===== src/rtl/rfcc_pkg.sv =====
package rfcc_pkg;

  localparam int unsigned BYTE_W   = 8;
  localparam int unsigned LEN_W    = 9;
  localparam int unsigned CRC_W    = 16;
  localparam int unsigned KIND_W   = 2;
  localparam int unsigned STATUS_W = 2;

  localparam logic [CRC_W-1:0] CRC_SEED = 16'hFFFF;
  localparam logic [CRC_W-1:0] CRC_POLY = 16'hA001;

  localparam logic [LEN_W-1:0] INDEX_MAX = 9'd511;

  // frame kind register codes
  localparam logic [KIND_W-1:0] KIND_READ_REQ  = 2'd0;
  localparam logic [KIND_W-1:0] KIND_READ_RESP = 2'd1;
  localparam logic [KIND_W-1:0] KIND_WRITE_REQ = 2'd2;
  localparam logic [KIND_W-1:0] KIND_EXCEPTION = 2'd3;

  // result status codes
  localparam logic [STATUS_W-1:0] STATUS_OK        = 2'd0;
  localparam logic [STATUS_W-1:0] STATUS_SHORT     = 2'd1;
  localparam logic [STATUS_W-1:0] STATUS_CRC_ERROR = 2'd2;

  // lengths include the two crc bytes
  localparam logic [LEN_W-1:0] LEN_READ_REQ   = 9'd8;
  localparam logic [LEN_W-1:0] LEN_READ_RESP  = 9'd5;
  localparam logic [LEN_W-1:0] LEN_WRITE_REQ  = 9'd9;
  localparam logic [LEN_W-1:0] LEN_EXCEPTION  = 9'd5;
  localparam logic [LEN_W-1:0] MIN_FRAME_LEN  = 9'd5;

  // position of the byte count field
  localparam logic [LEN_W-1:0] COUNT_POS_READ_RESP = 9'd2;
  localparam logic [LEN_W-1:0] COUNT_POS_WRITE_REQ = 9'd6;

  typedef struct packed {
    logic [BYTE_W-1:0] rx_byte;
    logic              last_byte;
  } in_item_t;

  typedef struct packed {
    logic [STATUS_W-1:0] status;
    logic [BYTE_W-1:0]   station_addr;
    logic [BYTE_W-1:0]   func_code;
    logic [LEN_W-1:0]    frame_length;
  } out_item_t;

  function automatic logic [CRC_W-1:0] crc_step(input logic [CRC_W-1:0] crc_in,
                                                input logic [BYTE_W-1:0] data);
    logic [CRC_W-1:0] c;
    c = crc_in ^ {8'h00, data};
    for (int k = 0; k < 8; k++) begin
      if (c[0]) begin
        c = (c >> 1) ^ CRC_POLY;
      end else begin
        c = c >> 1;
      end
    end
    return c;
  endfunction

endpackage


===== src/rtl/rfcc_frame_tracker.sv =====
module rfcc_frame_tracker (
  input  logic                             clk,
  input  logic                             rst,
  input  logic                             accept,
  input  rfcc_pkg::in_item_t               item,
  input  logic                             cfg_we,
  input  logic [rfcc_pkg::KIND_W-1:0]      cfg_wdata,
  output logic                             res_load,
  output rfcc_pkg::out_item_t              res_item
);
  import rfcc_pkg::*;

  logic [KIND_W-1:0] frame_kind;
  logic [CRC_W-1:0]  crc_acc;
  logic [LEN_W-1:0]  byte_index;
  logic [LEN_W-1:0]  expected_length;
  logic [CRC_W-1:0]  received_crc;
  logic [BYTE_W-1:0] addr_hold;
  logic [BYTE_W-1:0] func_hold;

  logic [CRC_W-1:0]  crc_acc_next;
  logic [LEN_W-1:0]  byte_index_next;
  logic [LEN_W-1:0]  expected_length_next;
  logic [CRC_W-1:0]  received_crc_next;
  logic [BYTE_W-1:0] addr_hold_next;
  logic [BYTE_W-1:0] func_hold_next;
  logic [LEN_W:0]    pos_ext;
  logic [LEN_W:0]    exp_ext;
  logic [BYTE_W-1:0] b;

  always_comb begin
    b                    = item.rx_byte;
    expected_length_next = expected_length;
    addr_hold_next       = addr_hold;
    func_hold_next       = func_hold;

    if (byte_index == '0) begin
      case (frame_kind)
        KIND_READ_REQ:  expected_length_next = LEN_READ_REQ;
        KIND_READ_RESP: expected_length_next = LEN_READ_RESP;
        KIND_WRITE_REQ: expected_length_next = LEN_WRITE_REQ;
        default:        expected_length_next = LEN_EXCEPTION;
      endcase
      addr_hold_next = b;
    end else if (byte_index == 9'd1) begin
      func_hold_next = b;
    end

    // the byte count field stretches the frame
    if (frame_kind == KIND_READ_RESP && byte_index == COUNT_POS_READ_RESP) begin
      expected_length_next = LEN_READ_RESP + {1'b0, b};
    end
    if (frame_kind == KIND_WRITE_REQ && byte_index == COUNT_POS_WRITE_REQ) begin
      expected_length_next = LEN_WRITE_REQ + {1'b0, b};
    end

    pos_ext           = {1'b0, byte_index};
    exp_ext           = {1'b0, expected_length_next};
    crc_acc_next      = crc_acc;
    received_crc_next = received_crc;
    if (pos_ext + 10'd2 < exp_ext) begin
      crc_acc_next = crc_step(crc_acc, b);
    end else if (pos_ext + 10'd2 == exp_ext) begin
      received_crc_next = {received_crc[15:8], b};
    end else if (pos_ext + 10'd1 == exp_ext) begin
      received_crc_next = {b, received_crc[7:0]};
    end

    // saturate rather than wrap
    byte_index_next = (byte_index != INDEX_MAX) ? byte_index + 9'd1 : byte_index;

    if (byte_index_next < expected_length_next) begin
      res_item.status = STATUS_SHORT;
    end else if (received_crc_next == crc_acc_next) begin
      res_item.status = STATUS_OK;
    end else begin
      res_item.status = STATUS_CRC_ERROR;
    end
    res_item.station_addr = addr_hold_next;
    res_item.func_code    = func_hold_next;
    res_item.frame_length = expected_length_next;
    res_load              = accept & item.last_byte;
  end

  always_ff @(posedge clk) begin
    if (rst) begin
      frame_kind      <= KIND_READ_REQ;
      crc_acc         <= CRC_SEED;
      byte_index      <= '0;
      expected_length <= '0;
      received_crc    <= '0;
      addr_hold       <= '0;
      func_hold       <= '0;
    end else begin
      if (cfg_we) begin
        frame_kind <= cfg_wdata;
      end
      if (accept) begin
        if (item.last_byte) begin
          // frame done: start afresh
          crc_acc         <= CRC_SEED;
          byte_index      <= '0;
          expected_length <= '0;
          received_crc    <= '0;
          addr_hold       <= '0;
          func_hold       <= '0;
        end else begin
          crc_acc         <= crc_acc_next;
          byte_index      <= byte_index_next;
          expected_length <= expected_length_next;
          received_crc    <= received_crc_next;
          addr_hold       <= addr_hold_next;
          func_hold       <= func_hold_next;
        end
      end
    end
  end

endmodule


===== src/rtl/rfcc_out_buf.sv =====
module rfcc_out_buf (
  input  logic                clk,
  input  logic                rst,
  input  logic                load,
  input  rfcc_pkg::out_item_t load_item,
  output logic                full,
  output logic                out_valid,
  input  logic                out_stall,
  output rfcc_pkg::out_item_t out_item
);
  import rfcc_pkg::*;

  logic      main_valid;
  out_item_t main_item;
  logic      skid_valid;
  out_item_t skid_item;
  logic      pop;

  assign pop       = main_valid & ~out_stall;
  assign out_valid = main_valid;
  assign out_item  = main_item;
  assign full      = skid_valid;

  always_ff @(posedge clk) begin
    if (rst) begin
      main_valid <= 1'b0;
      skid_valid <= 1'b0;
    end else if (pop) begin
      if (skid_valid) begin
        main_valid <= 1'b1;
        skid_valid <= 1'b0;
      end else begin
        main_valid <= load;
      end
    end else if (load) begin
      if (main_valid) begin
        skid_valid <= 1'b1;
      end else begin
        main_valid <= 1'b1;
      end
    end
  end

  always_ff @(posedge clk) begin
    if (pop) begin
      if (skid_valid) begin
        main_item <= skid_item;
      end else if (load) begin
        main_item <= load_item;
      end
    end else if (load) begin
      // park the item in the skid stage while the main one waits
      if (main_valid) begin
        skid_item <= load_item;
      end else begin
        main_item <= load_item;
      end
    end
  end

endmodule


===== src/rtl/rtu_frame_crc_checker_core.sv =====
// Frame checker for received RTU bytes: accepts one byte item per clock
// while byte_stall is low; a byte marked last yields one result. The cycle
// is set by the eight-bit CRC-16 step (reflected 0xA001) and the length and
// CRC compare that follow it, all between the frame state registers and the
// result register. A two-entry result buffer keeps bytes flowing while a
// result waits; byte_stall rises only when both entries are held. The user
// writes the frame kind register only while no item is in flight; the block
// does not check it. A mid-frame change applies from the next byte.
module rtu_frame_crc_checker_core (
  input  logic                        clk,
  input  logic                        rst,
  input  logic                        byte_valid,
  output logic                        byte_stall,
  input  rfcc_pkg::in_item_t          byte_item,
  output logic                        result_valid,
  input  logic                        result_stall,
  output rfcc_pkg::out_item_t         result_item,
  input  logic                        cfg_we,
  input  logic [rfcc_pkg::KIND_W-1:0] cfg_wdata
);
  import rfcc_pkg::*;

  logic      accept;
  logic      res_load;
  out_item_t res_item;
  logic      buf_full;

  assign byte_stall = buf_full;
  assign accept     = byte_valid & ~buf_full;

  rfcc_frame_tracker u_tracker (
    .clk       (clk),
    .rst       (rst),
    .accept    (accept),
    .item      (byte_item),
    .cfg_we    (cfg_we),
    .cfg_wdata (cfg_wdata),
    .res_load  (res_load),
    .res_item  (res_item)
  );

  rfcc_out_buf u_out_buf (
    .clk       (clk),
    .rst       (rst),
    .load      (res_load),
    .load_item (res_item),
    .full      (buf_full),
    .out_valid (result_valid),
    .out_stall (result_stall),
    .out_item  (result_item)
  );

`ifndef ASSERT_OFF
  a_last_gives_result: assert property (@(posedge clk) disable iff (rst)
    accept && byte_item.last_byte |=> result_valid)
    else $error("last byte accepted but no result held");

  a_stall_only_when_held: assert property (@(posedge clk) disable iff (rst)
    byte_stall |-> result_valid)
    else $error("byte input stalled with no result waiting");

  a_length_floor: assert property (@(posedge clk) disable iff (rst)
    result_valid |-> result_item.frame_length >= MIN_FRAME_LEN)
    else $error("result frame length below minimum");
`endif

endmodule


===== config.mk =====
export PLATFORM = sky130hd
export DESIGN_NAME = rtu_frame_crc_checker_core
export DESIGN_NICKNAME = d
export VERILOG_FILES = /design/src/rtl/rfcc_pkg.sv /design/src/rtl/rfcc_frame_tracker.sv /design/src/rtl/rfcc_out_buf.sv /design/src/rtl/rtu_frame_crc_checker_core.sv
export SDC_FILE = /design/constraint.sdc
export NUM_CORES = 1
export LEC_CHECK = 0
export CORE_MARGIN = 3
export CORE_UTILIZATION = 55
export DETAILED_ROUTE_END_ITERATION = 12
export DONT_BUFFER_PORTS = 1
export GPL_ROUTABILITY_DRIVEN = 0
export PLACE_DENSITY = 0.7
export SETUP_SLACK_MARGIN = 0.3
export SLEW_MARGIN = 40
export SYNTH_ARGS = -nofsm -noshare
export SYNTH_HDL_FRONTEND = slang
export SYNTH_SLANG_ARGS = --single-unit

===== constraint.sdc =====
create_clock -name clk -period 14.35 [get_ports clk]
set_input_delay 0.7175 -clock clk [delete_from_list [all_inputs] [get_ports clk]]
set_output_delay 0.7175 -clock clk [all_outputs]
set_load 0.05 [all_outputs]

==> reports/summary.log, run 1 <==
INFO  power          cellLeakagePower=3.066nW
INFO  synth          synth_common_cells=sky130_fd_sc_hd__nor2_1 (86), sky130_fd_sc_hd__dfxtp_1 (70), sky130_fd_sc_hd__edfxtp_1 (54), sky130_fd_sc_hd__a22oi_1 (48), sky130_fd_sc_hd__nand2_1 (44)
INFO  worst_setup_path timing.critical_path.fanout_max=18
INFO  worst_hold_path min_delay_path_depth=1
INFO  clocking       cts_inserted_buffers=17
INFO  route          drt_iter0_drc=453
INFO  floorplanning  die_h=119.2um
INFO  sta            fin_tns_setup=0ns
INFO  worst_setup_path cp_data_arrival_time=6.27ns
INFO  flow_run       maxCapViolCount=0
INFO  synth          synth_top_cell_area_share=0.2300
INFO  sta            fmaxAchievable=163.8MHz
INFO  sta            tightest_slew=0.7246ns
INFO  outcome        result_of_the_run=finished clean
INFO  global_routing grt_first_pass_wirelength=27.95mm
INFO  global_routing grt_overflow_total=0
INFO  sta            hold_violations=0
INFO  worst_setup_path path_cells=inv_1 > ha_1 > nand2b_1 > nor4_1 > a221o_1 > nor2_1 > a21oi_1 > inv_1 > ha_1 > and3_1 > nand3_1 > a21oi_1 > nor2_1 > buf_4 > or4_1 > or4_4 > nor2_8 > mux2i_1 > a2111oi_4 > a41oi_2 > mux2_4
INFO  global_routing grt_max_degree=56
INFO  synth          postSynthCellCount=704
INFO  sta            slew_viol_final=0
INFO  worst_setup_path setup.worst_path.end_class=register
INFO  synth          synthesis.nets=745
INFO  clocking       post_cts_resized=0
INFO  synth          synth_seq_cells=124
INFO  route          drc_errors=0
INFO  synth          yosys.cell_count.top_type=sky130_fd_sc_hd__nor2_1
INFO  global_routing grt_antenna_before_repair=0
INFO  clocking       cts_tree=yes
INFO  worst_setup_path critical-path-max-stage-delay=0.57ns
INFO  route          route.detailed.vias_per_inst=6.294
INFO  worst_setup_path critical_path.n_buffers_inverters=3
INFO  worst_setup_path timing.critical_path.max_delay_family=simple AND/OR/NAND/NOR gates
INFO  clocking       post_cts.repair.setup_buffers=0
INFO  synth          cell_type_with_the_highest_aggregate_area_in_the_netlist=sky130_fd_sc_hd__edfxtp_1
INFO  floorplanning  floorplan.rows=40
INFO  sta            setup_viol=0
INFO  sta            share_of_the_clock_period_used_by_the_worst_path=0.4255
INFO  global_routing first_global_vias=5,295
INFO  floorplanning  fp.dieArea=14,220squm
INFO  worst_setup_path crit_cells=21
INFO  synth          synthesis.yosys.warnings=0
INFO  clocking       cts_hold_repair.buffers=0
INFO  global_routing grt_use_total=0.2493
INFO  synth          share_of_synthesized_area_occupied_by_flip_flops_and_latches=0.4287
INFO  floorplanning  placeableCoreArea=12,260squm
INFO  finish         design.final.nets=725
INFO  synth          synth.cell_area=7052squm
INFO  worst_setup_path worst-endpoint-required=14.52ns
INFO  finish         fillerInstances=997
INFO  clocking       h-tree-depth=4
INFO  placed_design  io_buffers=0
INFO  worst_setup_path reg2regPathDepth=21
INFO  clocking       cts_sinks=124
INFO  finish         antennaDiodeCount=0
INFO  synth          synth-async-reset-ratio=0
INFO  finish         flow.area_growth_from_synthesis=9.723%
INFO  finish         layout.cell_area.non_filler=7737squm
INFO  sta            rsz_0062_raised_after_global_routing=no
INFO  clocking       worst_setup_hold_path_clk_slew=0.06ns
INFO  route          first_pass_iters=5
INFO  synth          synth_enable_flop_cells=54
INFO  floorplanning  width_of_the_die=119.2um
INFO  route          wl_per_cell=19.79um
INFO  power          highest_ir_drop_seen_on_vdd=0.00008292V
INFO  worst_hold_path hp-class=in2reg
INFO  clocking       max-clock-path-buffers=2
INFO  sta            min_period=6.106ns
INFO  worst_setup_path worstSetupPathType=reg2reg
INFO  route          postRouteAntennaNets=0
INFO  worst_setup_path critPathSlowestCell=sky130_fd_sc_hd__or4_1
INFO  synth          yosysUniqueCellTypes=73
INFO  clocking       ctsRootBufferMaster=sky130_fd_sc_hd__clkbuf_16
INFO  floorplanning  initial_core_util=0.5751
INFO  placed_design  place_hpwl=11.84mm
INFO  finish         drive_above_1_share=0.1492
INFO  synth          synth_top_cells_by_area=sky130_fd_sc_hd__edfxtp_1 (23%), sky130_fd_sc_hd__dfxtp_1 (20%), sky130_fd_sc_hd__mux2_2 (6.5%)
INFO  worst_setup_path start_kind=register
INFO  route          finalWirelength=17.12mm
INFO  power          power_density=126.5nW/um^2
INFO  synth          ys_dominant_reg_cell=sky130_fd_sc_hd__dfxtp_1
INFO  floorplanning  pin_count=45
INFO  sta            maxSlewHeadroom=0.5170
INFO  placed_design  placed_cell_area=7134squm
INFO  clocking       clk-insertion-delay-late=0.42ns
INFO  sta            post_route_clock_skew=0.009235ns
INFO  route          num_vias=5,444
INFO  synth          synth.avg_cell_area=10.02squm
stage by stage:
stage | total power [W] | instances | worst slack, ns | hold WS [ns] | utilization
detailed placement | 0.0005574 | 833 | 8.358 | 0.4967 | 0.5818
floorplan | 0.0005315 | 704 | 8.990 | 0.4715 | -
CTS | 0.0009841 | 865 | 8.299 | 0.3537 | 0.6302
global placement | 0.0005527 | 833 | 8.511 | 0.4783 | 0.5807
finish | 0.0009788 | 865 | 8.244 | 0.3713 | 0.6310
global route | 0.001020 | 865 | 7.887 | 0.3505 | 0.6310
report_power, final:
| part | internal [W] | total (W) | switching [W] |
|---|---|---|---|
| Combinational | 0.0000607 | 0.000148 | 0.0000870 |
| Sequential | 0.000382 | 0.000405 | 0.0000229 |
| Clock | 0.000279 | 0.000426 | 0.000147 |
| Total | 0.000722 | 0.000979 | 0.000257 |
registers in the layout (all words and copies together), names as in the netlist:
register / flops
u_out_buf.full: 1
u_out_buf.out_item: 27
u_out_buf.out_valid: 1
u_out_buf.skid_item: 27
u_tracker.addr_hold: 8
u_tracker.byte_index: 9
u_tracker.crc_acc: 16
u_tracker.expected_length: 9
u_tracker.frame_kind: 2
u_tracker.func_hold: 8
u_tracker.received_crc: 16
cell families after synthesis:
logic type / share of synthesized area
simple gates: 0.1549
compound gates: 0.1432
flops: 0.4287
mux: 0.1073
xor+xnor: 0.08321
buf+inv: 0.03832
fa+ha+maj: 0.04436
worst paths after layout:
path	from	end	slack (ns)
setup / recovery	u_tracker.byte_index[0]$_SDFFE_PP0P_	u_out_buf.out_item[26]$_DFFE_PP_	8.24
hold / removal	rst	u_out_buf.out_valid$_SDFFE_PP0N_	0.37
setup reg to reg	u_tracker.byte_index[0]$_SDFFE_PP0P_	u_out_buf.out_item[26]$_DFFE_PP_	8.24
hold reg to reg	u_tracker.crc_acc[7]$_SDFFE_PP1P_	u_tracker.crc_acc[7]$_SDFFE_PP1P_	0.50
layer usage:
layer | routed length (um) | vias to the layer above | global-route usage
met5 | 0 | - | 0
met4 | 435 | 0 | 0.1014
met3 | 1318 | 34 | 0.06078
met2 | 7845 | 255 | 0.3794
met1 | 7523 | 2637 | 0.3410
li1 | - | 2518 | -
area by class of cell:
class	instances	area, sq um	area share
Tap cell	168	210.2	0.02717
Inverter	16	60.06	0.007762
Clock buffer	26	510.5	0.06598
Multi-Input combinational cell	518	3799	0.4909
Clock inverter	6	82.58	0.01067
Timing Repair Buffer	7	52.55	0.006792
Sequential cell	124	3023	0.3907
placed cells by master (no fill, tap or decap), drive strengths merged, types with 3 or more instances in the layout:
cell type  Yosys  layout
nor2          88      88
dfxtp         70      70
edfxtp        54      54
a22oi         49      49
nand2         44      44
mux2          42      42
xnor2         35      35
xor2          32      32
mux2i         28      28
clkbuf        31      26
ha            25      25
a21oi         24      24
o21ai         21      21
nand3         20      20
inv           16      16
nor3          12      12
nand4         11      11
o211ai         9       9
buf           15       7
nand2b         6       6
nor2b          6       6
nor4           6       6
and3           5       5
a211oi         4       4
o2111ai        3       3
a221oi         3       3
clkinv         0       3
nand3b         3       3
Note: power is estimated with default switching activity, not from simulation.
==> run 2: changes to the inputs <==
==> constraint.sdc (replaced) <==
create_clock -name clk -period 6.27 [get_ports clk]
set_input_delay 0.3135 -clock clk [delete_from_list [all_inputs] [get_ports clk]]
set_output_delay 0.3135 -clock clk [all_outputs]
set_load 0.05 [all_outputs]
==> run 2 against run 1 <==
Against the previous run:
- routed wire length is 0.25% higher
- largest cell class unchanged
- global-route usage increased by 0.17 points
- critical path depth shrank 3
- non-clock buffer count is 6 higher
- clock power grew 130%
- utilization up 0.65 points
- die area is the same
- sequential share of layout area decreased by 0.40 points
- worst setup slack worse by 7.7 ns
- cell count rose by 0.69%
- combinational power up 130%
- fmax grew 6.9%
==> reports/summary.log, run 2 (synthesis results as in run 1) <==
INFO  sta            slew_viol_final=0 [unchanged]
INFO  route          drt_iter0_drc=747 [+65%]
INFO  power          power_density=290.7nW/um^2 [+130%]
INFO  outcome        result_of_the_run=finished clean
INFO  route          first_pass_iters=6 [+1]
INFO  worst_hold_path hp-class=in2reg
INFO  power          highest_ir_drop_seen_on_vdd=0.0001581V [+91%]
INFO  worst_setup_path timing.critical_path.max_delay_family=simple AND/OR/NAND/NOR gates
INFO  finish         antennaDiodeCount=0 [unchanged]
INFO  global_routing first_global_vias=5,185 [-2.1%]
INFO  finish         flow.area_growth_from_synthesis=10.86%
INFO  worst_setup_path critical_path.n_buffers_inverters=1 [-2]
INFO  sta            hold_violations=0 [unchanged]
INFO  sta            post_route_clock_skew=0.01424ns [+0.005009 ns]
INFO  worst_hold_path min_from=cfg_wdata[1]
INFO  route          route.detailed.vias_per_inst=6.163 [-2.1%]
INFO  global_routing busiest_layer=met2
INFO  floorplanning  width_of_the_die=119.2um [unchanged]
INFO  floorplanning  pin_count=45 [unchanged]
INFO  global_routing grt_antenna_before_repair=0 [unchanged]
INFO  worst_setup_path path_cells=or3b_1 > nor2_1 > o21ai_0 > a31o_2 > o21ai_0 > inv_1 > ha_1 > and3_1 > nand3_1 > a21oi_2 > nor2_1 > or4_1 > or4_4 > nor2_8 > mux2i_1 > a2111oi_4 > a41oi_2 > mux2_4
INFO  floorplanning  floorplan.rows=40 [unchanged]
INFO  finish         design.final.nets=731 [+0.83%]
INFO  worst_setup_path crit-reg2reg-capture=u_out_buf.out_item[26]$_DFFE_PP_
INFO  worst_setup_path worst-endpoint-required=6.43ns [-8.09 ns]
INFO  worst_setup_path critical-path-max-stage-delay=0.57ns [about the same]
INFO  clocking       h-tree-depth=4 [unchanged]
INFO  worst_setup_path start_kind=register
INFO  placed_design  io_buffers=0 [unchanged]
INFO  finish         mostFrequentLayoutCells=sky130_fd_sc_hd__nor2_1 (84), sky130_fd_sc_hd__dfxtp_1 (70), sky130_fd_sc_hd__edfxtp_1 (54)
INFO  power          total_power=0.002273W [+130%]
INFO  floorplanning  initial_core_util=0.5751 [unchanged]
INFO  route          finalWirelength=17.17mm [+0.25%]
INFO  global_routing grt_overflow_total=0 [unchanged]
INFO  floorplanning  fp.dieArea=14,220squm [unchanged]
INFO  route          num_vias=5,368 [-1.4%]
INFO  worst_setup_path cp_data_arrival_time=5.87ns [-0.40 ns]
INFO  sta            fin_tns_setup=0ns [unchanged]
INFO  worst_setup_path setup.worst_path.end_class=register
INFO  finish         final_cells=871 [+0.69%]
INFO  global_routing globalRouteMet1Util=0.3629 [+0.02196]
INFO  clocking       cts_tree=yes
INFO  worst_setup_path reg2regPathDepth=18 [-14%]
INFO  global_routing grt_first_pass_wirelength=27.90mm [-0.17%]
INFO  floorplanning  placeableCoreArea=12,260squm [unchanged]
INFO  global_routing global_route.usage.met3=0.06268 [+0.001899]
INFO  sta            share_of_the_clock_period_used_by_the_worst_path=0.9108 [+0.4853]
INFO  worst_hold_path min_delay_path_depth=2 [+1]
INFO  worst_setup_path critPathSlowestCell=sky130_fd_sc_hd__or4_1
INFO  worst_setup_path timing.critical_path.fanout_max=8 [-10]
INFO  clocking       cts_inserted_buffers=17 [unchanged]
INFO  worst_hold_path worst_hold_path.endpoint=u_tracker.frame_kind[1]$_SDFFE_PP0P_
INFO  worst_setup_path r2r_setup_slack=0.56ns [-7.68 ns]
INFO  worst_setup_path worstSetupPathType=reg2reg
INFO  clocking       ctsRootBufferMaster=sky130_fd_sc_hd__clkbuf_16
INFO  placed_design  place_hpwl=11.74mm [-0.81%]
INFO  floorplanning  die_h=119.2um [unchanged]
INFO  global_routing grt_max_degree=55 [-1.8%]
INFO  sta            rsz_0062_raised_after_global_routing=no
INFO  sta            fmaxAchievable=175.1MHz [+6.9%]
INFO  sta            tightest_slew=0.7497ns [+0.02516 ns]
INFO  global_routing grt_use_total=0.2510 [+0.001697]
INFO  finish         commonest_non_fill_non_tap_cell_in_the_layout=sky130_fd_sc_hd__nor2_1
INFO  clocking       max-clock-path-buffers=2 [unchanged]
INFO  route          postRouteAntennaNets=0 [unchanged]
INFO  route          wl_per_cell=19.71um [-0.44%]
INFO  sta            maxSlewHeadroom=0.4975 [-0.01950]
INFO  clocking       clk-insertion-delay-late=0.42ns [about the same]
INFO  placed_design  number_of_placed_cells_counting_well_taps=838 [+0.60%]
INFO  finish         drive_above_1_share=0.1622 [+0.01295]
INFO  power          cellLeakagePower=3.104nW [+1.2%]
INFO  worst_setup_path crit_path_start=u_tracker.frame_kind[0]$_SDFFE_PP0P_
INFO  flow_run       maxCapViolCount=0 [unchanged]
INFO  clocking       worst_setup_hold_path_clk_slew=0.06ns [about the same]
INFO  worst_setup_path reg_to_reg_startpoint=u_tracker.frame_kind[0]$_SDFFE_PP0P_
INFO  sta            min_period=5.711ns [-0.3956 ns]
INFO  clocking       cts_sinks=124 [unchanged]
INFO  route          drc_errors=0 [unchanged]
INFO  sta            setup_viol=0 [unchanged]
INFO  global_routing use_met2=0.3670 [-0.01236]
INFO  clocking       post_cts.repair.setup_buffers=0 [unchanged]
==> run 2: power breakdown <==
group	total [W]	switching (W)	internal [W]
Clock	0.000999	0.000354	0.000645
Combinational	0.000346	0.000204	0.000142
Sequential	0.000927	0.0000529	0.000874
==> run 2: worst max-delay path by stage <==
| stage | endpoint | slack (ns) | cells past startpoint |
|---|---|---|---|
| 3_3_place_gp | u_out_buf.out_item[26]$_DFFE_PP_ | 0.67 | 20 |
| 2_1_floorplan | u_out_buf.out_item[26]$_DFFE_PP_ | 1.14 | 19 |
| 6_report | u_out_buf.out_item[26]$_DFFE_PP_ | 0.56 | 18 |
| 3_5_place_dp | u_out_buf.out_item[26]$_DFFE_PP_ | 0.41 | 20 |
| 5_1_grt | u_out_buf.out_item[26]$_DFFE_PP_ | 0.32 | 18 |
| 4_1_cts | u_out_buf.out_item[26]$_DFFE_PP_ | 0.32 | 20 |
==> run 2: routing by layer <==
layer,vias up,part of all wire
met5,-,0
met4,0,0.023
met3,36,0.078
met2,249,0.44
met1,2554,0.46
li1,2529,-
==> run 2: metrics by stage <==
stage               worst slack [ns]  hold WS (ns)  utilization  area (sq um)
floorplan                      1.141        0.4607            -          7052
CTS                           0.3232       0.03697       0.6361          7800
finish                        0.5592       0.04503       0.6376          7818
detailed placement            0.4061        0.3945       0.5849          7172
global route                  0.3236       0.04902       0.6376          7818
global placement              0.6728        0.3890       0.5838          7158
==> run 2: final cells by class <==
class	instances	area, sq um
sequential	124	3023
clock buffer	22	464.2
clock inverter	10	136.4
timing repair buffer	13	117.6
tap	168	210.2
multi-input combinational	518	3806
inverter	16	60.06
fill	970	4444
==> run 2: what timing repair did <==
item,4_1_cts,5_1_grt
hold buffers,1,0
gates resized for setup,0,3
setup endpoints to repair,0,5
hold endpoints to repair,54,0
